**src/rtl/core/string_interleave_check_top_defines.svh**
```systemverilog
// Assertion macros used by the top module to check the design.
`ifndef STRING_INTERLEAVE_CHECK_TOP_DEFINES_SVH
`define STRING_INTERLEAVE_CHECK_TOP_DEFINES_SVH

// The consequent must hold in the same cycle as the antecedent.
`define SIC_ASSERT_SAME(label, ante, cons) \
   label: assert property (@(posedge clock) disable iff (reset) (ante) |-> (cons)) \
      else $error("string_interleave_check: same-cycle check failed");

// The consequent must hold in the cycle after the antecedent.
`define SIC_ASSERT_NEXT(label, ante, cons) \
   label: assert property (@(posedge clock) disable iff (reset) (ante) |=> (cons)) \
      else $error("string_interleave_check: next-cycle check failed");

`endif

```
**src/rtl/core/sic_pkg.sv**
```systemverilog
package sic_pkg;

   localparam int MAX_LEN_A = 64;
   localparam int MAX_LEN_B = 64;
   localparam int CAP_C     = MAX_LEN_A + MAX_LEN_B;

   localparam int LEN_A_W = $clog2(MAX_LEN_A + 1);
   localparam int LEN_B_W = $clog2(MAX_LEN_B + 1);
   localparam int LEN_C_W = $clog2(CAP_C + 1);
   localparam int A_IDX_W = (MAX_LEN_A > 1) ? $clog2(MAX_LEN_A) : 1;
   localparam int B_IDX_W = (MAX_LEN_B > 1) ? $clog2(MAX_LEN_B) : 1;
   localparam int C_IDX_W = $clog2(CAP_C);
   localparam int T_IDX_W = LEN_B_W;
   localparam int TBL_DEPTH = MAX_LEN_B + 1;

   localparam logic [1:0] FUNC_APPEND_A = 2'd0;
   localparam logic [1:0] FUNC_APPEND_B = 2'd1;
   localparam logic [1:0] FUNC_APPEND_C = 2'd2;
   localparam logic [1:0] FUNC_EVAL     = 2'd3;

   localparam logic [1:0] FLAG_A = 2'b01;
   localparam logic [1:0] FLAG_B = 2'b10;

   typedef enum logic [1:0] {
      ST_IDLE,
      ST_READ,
      ST_CALC,
      ST_DONE
   } sic_state_type;

   typedef struct packed {
      logic [A_IDX_W-1:0] a_addr;
      logic [B_IDX_W-1:0] b_addr;
      logic [C_IDX_W-1:0] c_addr;
      logic [T_IDX_W-1:0] t_addr;
      logic               calc;
      logic               first_row;
      logic               first_col;
   } sic_ctrl_type;

   typedef struct packed {
      logic [LEN_A_W-1:0] len_a;
      logic [LEN_B_W-1:0] len_b;
      logic [LEN_C_W-1:0] len_c;
      logic               overflow;
   } sic_status_type;

   typedef struct packed {
      logic [7:0] sa;
      logic [7:0] sb;
      logic [7:0] sc;
   } sic_syms_type;

endpackage

```
**src/rtl/core/string_interleave_check_top.sv**
```systemverilog
// Decides whether string C is an interleaving of strings A and B. Each beat on
// the request channel either appends req_sym to A, B or C, or evaluates and
// clears all three lengths. Append beats produce no response. An evaluate beat
// produces one response beat: if a string overflowed since the last evaluate,
// or the length of C is not the sum of the other two, the response is
// registered in the next cycle; otherwise a single cell unit walks the table of
// (len_a + 1) * (len_b + 1) cells, each cell in the ST_READ state, which reads
// the registered string and row memories, and then the ST_CALC state, which
// updates the cell, and req_ready stays low until the response is registered.
// Appends are still taken while a response waits on rsp_ready.
`include "string_interleave_check_top_defines.svh"

module string_interleave_check_top
   import sic_pkg::*;
(
   input  logic       clock,
   input  logic       reset,
   input  logic       req_valid,
   output logic       req_ready,
   input  logic [1:0] req_func,
   input  logic [7:0] req_sym,
   output logic       rsp_valid,
   input  logic       rsp_ready,
   output logic       rsp_is_interleaving,
   output logic       rsp_overflow
);

   sic_ctrl_type   ctrl;
   sic_status_type status;
   sic_syms_type   syms;
   logic           cell_nz;
   logic           append_en;
   logic           clear;

   sic_strings u_strings (
      .clock     (clock),
      .reset     (reset),
      .append_en (append_en),
      .func      (req_func),
      .sym       (req_sym),
      .clear     (clear),
      .ctrl      (ctrl),
      .status    (status),
      .syms      (syms)
   );

   sic_cell_unit u_cell_unit (
      .clock   (clock),
      .ctrl    (ctrl),
      .syms    (syms),
      .cell_nz (cell_nz)
   );

   sic_sequencer u_sequencer (
      .clock               (clock),
      .reset               (reset),
      .req_valid           (req_valid),
      .req_func            (req_func),
      .req_ready           (req_ready),
      .rsp_ready           (rsp_ready),
      .rsp_valid           (rsp_valid),
      .rsp_is_interleaving (rsp_is_interleaving),
      .rsp_overflow        (rsp_overflow),
      .status              (status),
      .cell_nz             (cell_nz),
      .append_en           (append_en),
      .clear               (clear),
      .ctrl                (ctrl)
   );

   `SIC_ASSERT_SAME(a_ovf_forces_false, rsp_valid && rsp_overflow, !rsp_is_interleaving)
   `SIC_ASSERT_NEXT(a_ovf_eval_reports, req_valid && req_ready && (req_func == FUNC_EVAL) && status.overflow, rsp_valid && rsp_overflow && (status.overflow == 1'b0))
   `SIC_ASSERT_SAME(a_busy_not_ready, ctrl.calc, !req_ready && !append_en)
   `SIC_ASSERT_NEXT(a_clear_lengths, clear, (status.len_a == '0) && (status.len_c == '0))

endmodule

```
**src/rtl/core/sic_strings.sv**
```systemverilog
module sic_strings
   import sic_pkg::*;
(
   input  logic           clock,
   input  logic           reset,
   input  logic           append_en,
   input  logic [1:0]     func,
   input  logic [7:0]     sym,
   input  logic           clear,
   input  sic_ctrl_type   ctrl,
   output sic_status_type status,
   output sic_syms_type   syms
);

   logic [7:0] store_a [MAX_LEN_A];
   logic [7:0] store_b [MAX_LEN_B];
   logic [7:0] store_c [CAP_C];

   logic [LEN_A_W-1:0] len_a_ff, len_a_in;
   logic [LEN_B_W-1:0] len_b_ff, len_b_in;
   logic [LEN_C_W-1:0] len_c_ff, len_c_in;
   logic               overflow_ff, overflow_in;
   logic               wr_a, wr_b, wr_c;
   logic [7:0]         sa_ff, sb_ff, sc_ff;

   always_comb begin
      len_a_in    = len_a_ff;
      len_b_in    = len_b_ff;
      len_c_in    = len_c_ff;
      overflow_in = overflow_ff;
      wr_a        = 1'b0;
      wr_b        = 1'b0;
      wr_c        = 1'b0;
      if (clear) begin
         len_a_in    = '0;
         len_b_in    = '0;
         len_c_in    = '0;
         overflow_in = 1'b0;
      end else if (append_en) begin
         unique case (func)
            FUNC_APPEND_A: begin
               if (len_a_ff < LEN_A_W'(MAX_LEN_A)) begin
                  wr_a     = 1'b1;
                  len_a_in = len_a_ff + LEN_A_W'(1);
               end else begin
                  overflow_in = 1'b1;
               end
            end
            FUNC_APPEND_B: begin
               if (len_b_ff < LEN_B_W'(MAX_LEN_B)) begin
                  wr_b     = 1'b1;
                  len_b_in = len_b_ff + LEN_B_W'(1);
               end else begin
                  overflow_in = 1'b1;
               end
            end
            FUNC_APPEND_C: begin
               if (len_c_ff < LEN_C_W'(CAP_C)) begin
                  wr_c     = 1'b1;
                  len_c_in = len_c_ff + LEN_C_W'(1);
               end else begin
                  overflow_in = 1'b1;
               end
            end
            default: begin
            end
         endcase
      end
   end

   always_ff @(posedge clock) begin
      if (reset) begin
         len_a_ff    <= '0;
         len_b_ff    <= '0;
         len_c_ff    <= '0;
         overflow_ff <= 1'b0;
      end else begin
         len_a_ff    <= len_a_in;
         len_b_ff    <= len_b_in;
         len_c_ff    <= len_c_in;
         overflow_ff <= overflow_in;
      end
   end

   always_ff @(posedge clock) begin
      if (wr_a) begin
         store_a[len_a_ff[A_IDX_W-1:0]] <= sym;
      end
      if (wr_b) begin
         store_b[len_b_ff[B_IDX_W-1:0]] <= sym;
      end
      if (wr_c) begin
         store_c[len_c_ff[C_IDX_W-1:0]] <= sym;
      end
      sa_ff <= store_a[ctrl.a_addr];
      sb_ff <= store_b[ctrl.b_addr];
      sc_ff <= store_c[ctrl.c_addr];
   end

   assign status.len_a    = len_a_ff;
   assign status.len_b    = len_b_ff;
   assign status.len_c    = len_c_ff;
   assign status.overflow = overflow_ff;
   assign syms.sa         = sa_ff;
   assign syms.sb         = sb_ff;
   assign syms.sc         = sc_ff;

endmodule

```
**src/rtl/core/sic_cell_unit.sv**
```systemverilog
module sic_cell_unit
   import sic_pkg::*;
(
   input  logic         clock,
   input  sic_ctrl_type ctrl,
   input  sic_syms_type syms,
   output logic         cell_nz
);

   logic [1:0] table_row [TBL_DEPTH];
   logic [1:0] top_ff;
   logic [1:0] left_ff;
   logic [1:0] cell_val;
   logic       match_a;
   logic       match_b;

   assign match_a = (syms.sa == syms.sc);
   assign match_b = (syms.sb == syms.sc);

   always_comb begin
      cell_val = '0;
      if (ctrl.first_row && ctrl.first_col) begin
         cell_val = FLAG_A | FLAG_B;
      end else if (ctrl.first_row) begin
         if ((left_ff != 2'b00) && match_b) begin
            cell_val = FLAG_A | FLAG_B;
         end
      end else if (ctrl.first_col) begin
         if ((top_ff != 2'b00) && match_a) begin
            cell_val = FLAG_A | FLAG_B;
         end
      end else begin
         if (match_a && (top_ff != 2'b00)) begin
            cell_val = cell_val | FLAG_A;
         end
         if (match_b && (left_ff != 2'b00)) begin
            cell_val = cell_val | FLAG_B;
         end
      end
   end

   assign cell_nz = (cell_val != 2'b00);

   always_ff @(posedge clock) begin
      if (ctrl.calc) begin
         table_row[ctrl.t_addr] <= cell_val;
         left_ff                <= cell_val;
      end
      top_ff <= table_row[ctrl.t_addr];
   end

endmodule

```
**src/rtl/core/sic_sequencer.sv**
```systemverilog
module sic_sequencer
   import sic_pkg::*;
(
   input  logic           clock,
   input  logic           reset,
   input  logic           req_valid,
   input  logic [1:0]     req_func,
   output logic           req_ready,
   input  logic           rsp_ready,
   output logic           rsp_valid,
   output logic           rsp_is_interleaving,
   output logic           rsp_overflow,
   input  sic_status_type status,
   input  logic           cell_nz,
   output logic           append_en,
   output logic           clear,
   output sic_ctrl_type   ctrl
);

   sic_state_type      state_ff, state_in;
   logic [LEN_A_W-1:0] i_ff, i_in;
   logic [LEN_B_W-1:0] j_ff, j_in;
   logic               verdict_ff, verdict_in;
   logic               rsp_valid_ff, rsp_valid_in;
   logic               rsp_isl_ff, rsp_isl_in;
   logic               rsp_ovf_ff, rsp_ovf_in;
   logic               out_free;
   logic [LEN_C_W-1:0] len_sum;
   logic [LEN_A_W-1:0] a_tmp;
   logic [LEN_B_W-1:0] b_tmp;
   logic [LEN_C_W-1:0] c_tmp;

   assign out_free = !rsp_valid_ff || rsp_ready;
   assign len_sum  = LEN_C_W'(status.len_a) + LEN_C_W'(status.len_b);

   always_comb begin
      state_in     = state_ff;
      i_in         = i_ff;
      j_in         = j_ff;
      verdict_in   = verdict_ff;
      rsp_valid_in = rsp_valid_ff && !rsp_ready;
      rsp_isl_in   = rsp_isl_ff;
      rsp_ovf_in   = rsp_ovf_ff;
      req_ready    = 1'b0;
      append_en    = 1'b0;
      clear        = 1'b0;
      unique case (state_ff)
         ST_IDLE: begin
            req_ready = (req_func != FUNC_EVAL) || out_free;
            if (req_valid && req_ready) begin
               if (req_func != FUNC_EVAL) begin
                  append_en = 1'b1;
               end else if (status.overflow) begin
                  rsp_valid_in = 1'b1;
                  rsp_isl_in   = 1'b0;
                  rsp_ovf_in   = 1'b1;
                  clear        = 1'b1;
               end else if (len_sum != status.len_c) begin
                  rsp_valid_in = 1'b1;
                  rsp_isl_in   = 1'b0;
                  rsp_ovf_in   = 1'b0;
                  clear        = 1'b1;
               end else begin
                  i_in     = '0;
                  j_in     = '0;
                  state_in = ST_READ;
               end
            end
         end
         ST_READ: begin
            state_in = ST_CALC;
         end
         ST_CALC: begin
            if (j_ff != status.len_b) begin
               j_in     = j_ff + LEN_B_W'(1);
               state_in = ST_READ;
            end else if (i_ff != status.len_a) begin
               i_in     = i_ff + LEN_A_W'(1);
               j_in     = '0;
               state_in = ST_READ;
            end else begin
               verdict_in = cell_nz;
               state_in   = ST_DONE;
            end
         end
         ST_DONE: begin
            if (out_free) begin
               rsp_valid_in = 1'b1;
               rsp_isl_in   = verdict_ff;
               rsp_ovf_in   = 1'b0;
               clear        = 1'b1;
               state_in     = ST_IDLE;
            end
         end
         default: begin
            state_in = ST_IDLE;
         end
      endcase
   end

   always_comb begin
      a_tmp          = i_ff - LEN_A_W'(1);
      b_tmp          = j_ff - LEN_B_W'(1);
      c_tmp          = LEN_C_W'(i_ff) + LEN_C_W'(j_ff) - LEN_C_W'(1);
      ctrl.a_addr    = a_tmp[A_IDX_W-1:0];
      ctrl.b_addr    = b_tmp[B_IDX_W-1:0];
      ctrl.c_addr    = c_tmp[C_IDX_W-1:0];
      ctrl.t_addr    = j_ff;
      ctrl.calc      = (state_ff == ST_CALC);
      ctrl.first_row = (i_ff == '0);
      ctrl.first_col = (j_ff == '0);
   end

   always_ff @(posedge clock) begin
      if (reset) begin
         state_ff     <= ST_IDLE;
         rsp_valid_ff <= 1'b0;
      end else begin
         state_ff     <= state_in;
         rsp_valid_ff <= rsp_valid_in;
      end
   end

   always_ff @(posedge clock) begin
      i_ff       <= i_in;
      j_ff       <= j_in;
      verdict_ff <= verdict_in;
      rsp_isl_ff <= rsp_isl_in;
      rsp_ovf_ff <= rsp_ovf_in;
   end

   assign rsp_valid           = rsp_valid_ff;
   assign rsp_is_interleaving = rsp_isl_ff;
   assign rsp_overflow        = rsp_ovf_ff;

endmodule

```
**config.mk**
```make
export PLATFORM = sky130hd
export DESIGN_NAME = string_interleave_check_top
export DESIGN_NICKNAME = d
export VERILOG_FILES = /design/src/rtl/core/sic_pkg.sv /design/src/rtl/core/string_interleave_check_top.sv /design/src/rtl/core/sic_strings.sv /design/src/rtl/core/sic_cell_unit.sv /design/src/rtl/core/sic_sequencer.sv
export VERILOG_INCLUDE_DIRS = /design/src /design/src/rtl/core
export SDC_FILE = /design/constraint.sdc
export NUM_CORES = 2
export LEC_CHECK = 0
export ABC_AREA = 0
export BUFFER_PORTS_ARGS = -buffer_cell sky130_fd_sc_hd__clkbuf_2
export CAP_MARGIN = 20
export CORE_MARGIN = 4
export CORE_UTILIZATION = 50
export CTS_BUF_LIST = sky130_fd_sc_hd__clkbuf_4 sky130_fd_sc_hd__clkbuf_8
export DETAILED_ROUTE_END_ITERATION = 16
export PLACE_DENSITY = 0.77
export SYNTH_ARGS = -nofsm -noshare
export SYNTH_HDL_FRONTEND = slang
export SYNTH_SLANG_ARGS = --single-unit
```
**constraint.sdc**
```tcl
create_clock -name clock -period 7.3 [get_ports clock]
set_input_delay 0 -clock clock [delete_from_list [all_inputs] [get_ports clock]]
set_output_delay 0 -clock clock [all_outputs]
set_load 0.1 [all_outputs]
```
Yosys cells after proc, flatten, opt, wreduce, memory -nomap -nowiden --
Memory sizes are Yosys's and may differ from the RTL's. A register that Yosys moved wholly into a read port is not among the register bits. Cells that the tools add are included.
Word-level totals: register bits 45, memory bits (writable) 2178, bits of input ports 14, output and inout port bits 4, logic and storage cells 159, memories kept 4
Cells by class: $add $sub $neg 10, $lt $le $gt $ge 3, eq/ne operators 23, mux-type cells 76, bitwise logic cells 2, reductions and logical operators 29
Memory list:
- u_strings.store_c | depth 128, width 8, read ports 1, clocked after memory_dff 1, write ports 1, line sic_strings.sv:17 | logic [7:0] store_c [CAP_C];
- u_strings.store_a | depth 64, width 8, read ports 1, clocked after memory_dff 1, write ports 1, line sic_strings.sv:15 | logic [7:0] store_a [MAX_LEN_A];
- u_strings.store_b | depth 64, width 8, read ports 1, clocked after memory_dff 1, write ports 1, line sic_strings.sv:16 | logic [7:0] store_b [MAX_LEN_B];
- u_cell_unit.table_row | depth 65, width 2, read ports 1, clocked after memory_dff 1, write ports 1, line sic_cell_unit.sv:10 | logic [1:0] table_row [TBL_DEPTH];
Operators by type and width (count):
- $mux 7 | 8
- $mux 1 | 47
- $add 7x1->7 const B | 4
- $pmux 7 s2 | 2
- $mux 2 | 13
- $eq 8x8->1 | 2
- $ne 2x2->1 const B | 8
- $reduce_and 5->1 | 3
- $logic_not 7->1 | 2
- $lt 7x7->1 const B | 2
- $ne 7x7->1 | 2
- $reduce_and 3->1 | 4
- $sub 6x1->6 const B | 2
- $reduce_bool 2->1 | 5
- $add 7x7->8 | 1
- $add 8x1->8 const B | 1
- $lt 8x8->1 const B | 1
- $ne 8x8->1 | 1
- $pmux 1 s2 | 4
- $pmux 2 s4 | 1
- $add 7x7->7 | 1
- $reduce_and 7->1 | 1
- $sub 7x1->7 const B | 1
- $eq 2x2->1 const B | 3
- 13 further kinds | 24

Logic depth before layout (Yosys ltp) --
word-level depth 10, mapped depth 18, depth with buffers taken out 11

Hierarchy --
From an unflattened synthesis, not the netlist that was laid out.
Unflattened totals: cells, all modules 4062, area, all modules 88613.7 µm²
Modules (own cells, without submodules):
- sic_strings | times used 1, cells each 3424, area each 80474.7 µm², seq. area each 62439.9 µm²
- sic_cell_unit | times used 1, cells each 387, area each 5936.9 µm², seq. area each 4003.8 µm²
- sic_sequencer | times used 1, cells each 251, area each 2202.1 µm², seq. area each 570.5 µm²

Worst setup path after synthesis --
No wires, ideal clock.
kind register to register, from register u_sequencer.j_ff[0], to register u_cell_unit.left_ff[0], data pin, arrival 3.640 ns, slack 3.101 ns, stages on the path, launching flop included 10, buffers on the path 4, period minus slack after synthesis 4.199 ns, cell sequence edfxtp_1 buf_2 buf_6 buf_4 buf_4 inv_1 ha_1 nor3b_1 nor2_1 a21oi_1
On the way: longest elaborated chain between the ends 4
RTL lines:
- start: declaration | line sic_sequencer.sv:22 | logic [LEN_B_W-1:0] j_ff, j_in;
- start signal: assignment | line sic_sequencer.sv:126 | j_ff <= j_in;
- $logic_not 7->1 (*) | line sic_sequencer.sv:111 | ctrl.first_col = (j_ff == '0);
- $mux 2 | line sic_cell_unit.sv:28 | end else if (ctrl.first_col) begin
- $mux 2 | line sic_cell_unit.sv:24 | end else if (ctrl.first_row) begin
- $mux 2 (*) | line sic_cell_unit.sv:22 | if (ctrl.first_row && ctrl.first_col) begin
- via u_cell_unit.cell_val[0] | line sic_cell_unit.sv:13 | logic [1:0] cell_val;
- end signal: assignment | line sic_cell_unit.sv:47 | left_ff <= cell_val;
- end: declaration | line sic_cell_unit.sv:12 | logic [1:0] left_ff;
The timed path passes the listed nets; every way through them passes the cells marked *. A chain may end at the register's enable or synchronous reset.

Final worst setup path --
from register u_sequencer.j_ff[1], to register u_strings.sc_ff[7], read port of u_strings.store_c
On the way: longest elaborated chain between the ends 2
RTL lines:
- $add 7x7->7 | line sic_sequencer.sv:104 | c_tmp = LEN_C_W'(i_ff) + LEN_C_W'(j_ff) - LEN_C_W'(1);
- $sub 7x1->7 | line sic_sequencer.sv:104
- end: declaration | line sic_strings.sv:24 | logic [7:0] sa_ff, sb_ff, sc_ff;
No other way between the ends.

==> results.sh <==
export IMPL_status="finished, final reports clean"
export IMPL_avgRoutedWirePerCell_um=28.2
export IMPL_finalCritPeriodShare_pct=70.0
export IMPL_die_w_um=429
export IMPL_p_int_w=0.0217
export IMPL_fin_cells=7073
export IMPL_synth_area_leader_cell="edfxtp_1"
export IMPL_cts_max_path_buffers=4
export IMPL_h_tree_depth=5
export IMPL_hold_path_class="input port to flop"
export IMPL_holdPathStages=2
export IMPL_yosysMostFrequentCell="edfxtp_1"
export IMPL_die_area_sq_um=184000
export IMPL_tns_ns=0
export IMPL_pwr_share_seq_pct=49.6
export IMPL_hold_end="u_strings.store_b[6][4]$_DFFE_PP_"
export IMPL_clockPowerShare_pct=35.6
export IMPL_ant_nets=0
export IMPL_yosys_top_cells_count="edfxtp_1 (2197), mux4_2 (628), nor2_1 (351)"
export IMPL_fin_crit_ns=5.11
export IMPL_power_density_nw_per_um2=294
export IMPL_grt_pass1_wl_um=298000
export IMPL_path_class="flop to flop"
export IMPL_syn_inst=4172
export IMPL_r2r_end="u_strings.sc_ff[7]$_DFF_P_"
export IMPL_crit_fanout=30
export IMPL_rrSetupSlack_ns=2.19
export IMPL_switching_power_w=0.00736
export IMPL_max_freq_mhz=196
export IMPL_cts_tree="built"
export IMPL_ir_drop_mv=0.209
export IMPL_yosysTopAreaCellShare_pct=74.5
export IMPL_initial_utilization_pct=50.3
export IMPL_worst_setup_path_start_kind="flop"
export IMPL_synthArstFlopShare_pct=0
export IMPL_areaGrowthSynthToFinish_pct=11.7
export IMPL_drv_slew=0
export IMPL_end_kind="flop"
export IMPL_combinationalPowerShare_pct=14.7
export IMPL_synth_area_sq_um=88500
export IMPL_cap_viol_max_count=0
export IMPL_final_core_util_pct=56.1
export IMPL_num_vias=44100
export IMPL_clock_sinks=2249
export IMPL_relSlewSlack_pct=22.3
export IMPL_syn_nets=4218
export IMPL_grt_pass1_vias=44300
export IMPL_p_leak_nw=30.7
export IMPL_fillCellCount=12700
export IMPL_nNetsFinal=4510
export IMPL_worstSkewPairLatency_ns=1.02
export IMPL_drive_above_1_share_pct=28.7
export IMPL_switching_share_pct=25.3
export IMPL_dpl_hpwl_um=119000
export IMPL_synth_edf_count=2197
export IMPL_placed_cell_area_sq_um=91700
export IMPL_layout_setup_ws_ns=2.19
export IMPL_design_area_sq_um=98800
export IMPL_fin_skew_ns=0.0787
export IMPL_gr_usage_all_layers_pct=21.6
export IMPL_io_pins=18
export IMPL_hp_start="req_sym[4]"
export IMPL_cts_root_buf="clkbuf_8"
export IMPL_crit_arrival_ns=5.99
export IMPL_grt_max_degree=153
export IMPL_post_cts_resized=0
export IMPL_grt_overflow=0
export IMPL_reg2reg_from="u_sequencer.j_ff[1]$_SDFFCE_PN0P_"
export IMPL_yosys_most_used_dff="edfxtp_1"
export IMPL_drt_initial_drc_count=5831
export IMPL_setup_viol=0
export IMPL_ys_warn_count=0
export IMPL_antenna_found_initial=8
export IMPL_r2r_cells=14
export IMPL_syn_avg_cell_area_sq_um=21.2
export IMPL_core_area_sq_um=176000
export IMPL_cts_setup_buffers=0
export IMPL_finalHoldViolations=0
export IMPL_pre_cts_slack_ns=2.17
export IMPL_synth_area_top_cells="edfxtp_1 (75%), mux4_2 (16%), nor2_1 (1.5%)"
export IMPL_drc=0
export IMPL_routed_wl_um=200000
export IMPL_vias_per_cell=6.23
export IMPL_synth_distinct_cells=67
export IMPL_tightest_slew_ns=1.17
export IMPL_cts_buffers=358
export IMPL_finalWeightedCongestion=0.857
export IMPL_yosysSeqAreaShare_pct=75.7
export IMPL_ys_ff_latch=2249
export IMPL_place_inst=6415
export IMPL_grt_setup_unrepaired="no"
export IMPL_dr_pass1_iters=5
export IMPL_cp_required_ns=8.18
export IMPL_portBuffers=17
export IMPL_rows=154
export IMPL_clkTransAtPathRegs_ns=0.07
export IMPL_die_height_um=429
[sequential cells by signal, indices dropped and copies added (netlist names), 8 cells and up]
signal / cells
u_strings.store_c: 1024
u_strings.store_a: 512
u_strings.store_b: 512
u_cell_unit.table_row: 130
u_strings.len_c_ff: 8
u_strings.sa_ff: 8
u_strings.sb_ff: 8
u_strings.sc_ff: 8
[metrics by stage]
stage / hold WS [ns] / total power [W]
2_1_floorplan: 0.0989 / 0.0174
3_3_place_gp: 0.320 / 0.0188
5_1_grt: 0.0804 / 0.0301
6_report: 0.0785 / 0.0291
4_1_cts: 0.0334 / 0.0292
3_5_place_dp: 0.316 / 0.0189
[power groups by stage]
stage	Sequential (W)	Combinational [W]	Clock, W
2_1_floorplan	0.0146	0.00279	0
3_3_place_gp	0.0147	0.00415	0
3_5_place_dp	0.0147	0.00421	0
4_1_cts	0.0144	0.00424	0.0105
5_1_grt	0.0144	0.00449	0.0111
6_report	0.0144	0.00428	0.0103
[what timing repair did]
action	in CTS	in global routing
hold endpoints to repair	894	0
hold buffers	23	0
setup endpoints to repair	0	0
[placed cells by master (no fill, tap or decap), types with 39 or more instances in the layout]
cell      netlist  layout
a22oi_1        75      75
buf_4           9      88
clkbuf_4        0     118
clkbuf_8        0     383
clkinv_1        0      83
dfxtp_1        52      52
edfxtp_1     2197    2197
mux2i_1        39      39
mux4_2        628     628
nand2_1        83      83
nand3_1        42      42
nor2_1        351     347
nor3_1         69      69
xnor2_1        63      58
[worst max path at each step]
| stage | startpoint | end | slack (ns) | depth (start not counted) |
|---|---|---|---|---|
| after floorplan | u_sequencer.j_ff[0]$_SDFFCE_PN0P_ | u_cell_unit.left_ff[0]$_DFFE_PP_ | 3.10 | 9 |
| after global placement | u_sequencer.j_ff[1]$_SDFFCE_PN0P_ | u_strings.sc_ff[5]$_DFF_P_ | 2.22 | 13 |
| after CTS | u_sequencer.j_ff[1]$_SDFFCE_PN0P_ | u_strings.sc_ff[0]$_DFF_P_ | 2.18 | 13 |
| after detailed placement | u_sequencer.j_ff[1]$_SDFFCE_PN0P_ | u_strings.sc_ff[0]$_DFF_P_ | 2.17 | 13 |
| final | u_sequencer.j_ff[1]$_SDFFCE_PN0P_ | u_strings.sc_ff[7]$_DFF_P_ | 2.19 | 14 |
| after global routing | u_sequencer.j_ff[1]$_SDFFCE_PN0P_ | u_strings.sc_ff[7]$_DFF_P_ | 2.07 | 14 |
[final cells by class]
type	count	area, sq um	share of cell area (%)
Antenna cell	4	10.0	0.0101
Clock buffer	494	6060	6.13
Clock inverter	131	764	0.773
Sequential cell	2249	67000	67.8
Tap cell	2340	2930	2.96
Inverter	30	113	0.114
Multi-Input combinational cell	1679	20600	20.9
Timing Repair Buffer	146	1340	1.36
[per-layer routing]
layer,vias up,routed length (um),GRT usage [%]
met4,2,7770,8.72
met5,-,13,0
met1,22900,75000,30.0
li1,18100,-,-
met3,462,20300,4.95
met2,2691,96500,33.6
[critical path, stage by stage, from the launching register on]
cell      delay [ns]
edfxtp_1        0.33
buf_4           0.37
inv_2           0.25
ha_1            0.35
inv_1           0.06
ha_4            0.16
fa_4            0.56
xor2_4          0.73
buf_4           0.61
nor2_2          0.24
buf_8           0.24
a22oi_1         0.25
a211oi_1        0.12
o21ai_0         0.51
nand4_1         0.16
[logic make-up after synthesis]
kind of cell,synth area share (%)
AND/OR/NAND/NOR,3.29
flip-flops,75.7
multiplexers,16.7
AO/OA/AOI/OAI,1.90
XOR/XNOR,0.792
buffers and inverters,1.19
adder cells (fa/ha/maj),0.469
No activity file was read; power rests on OpenSTA's default activity.
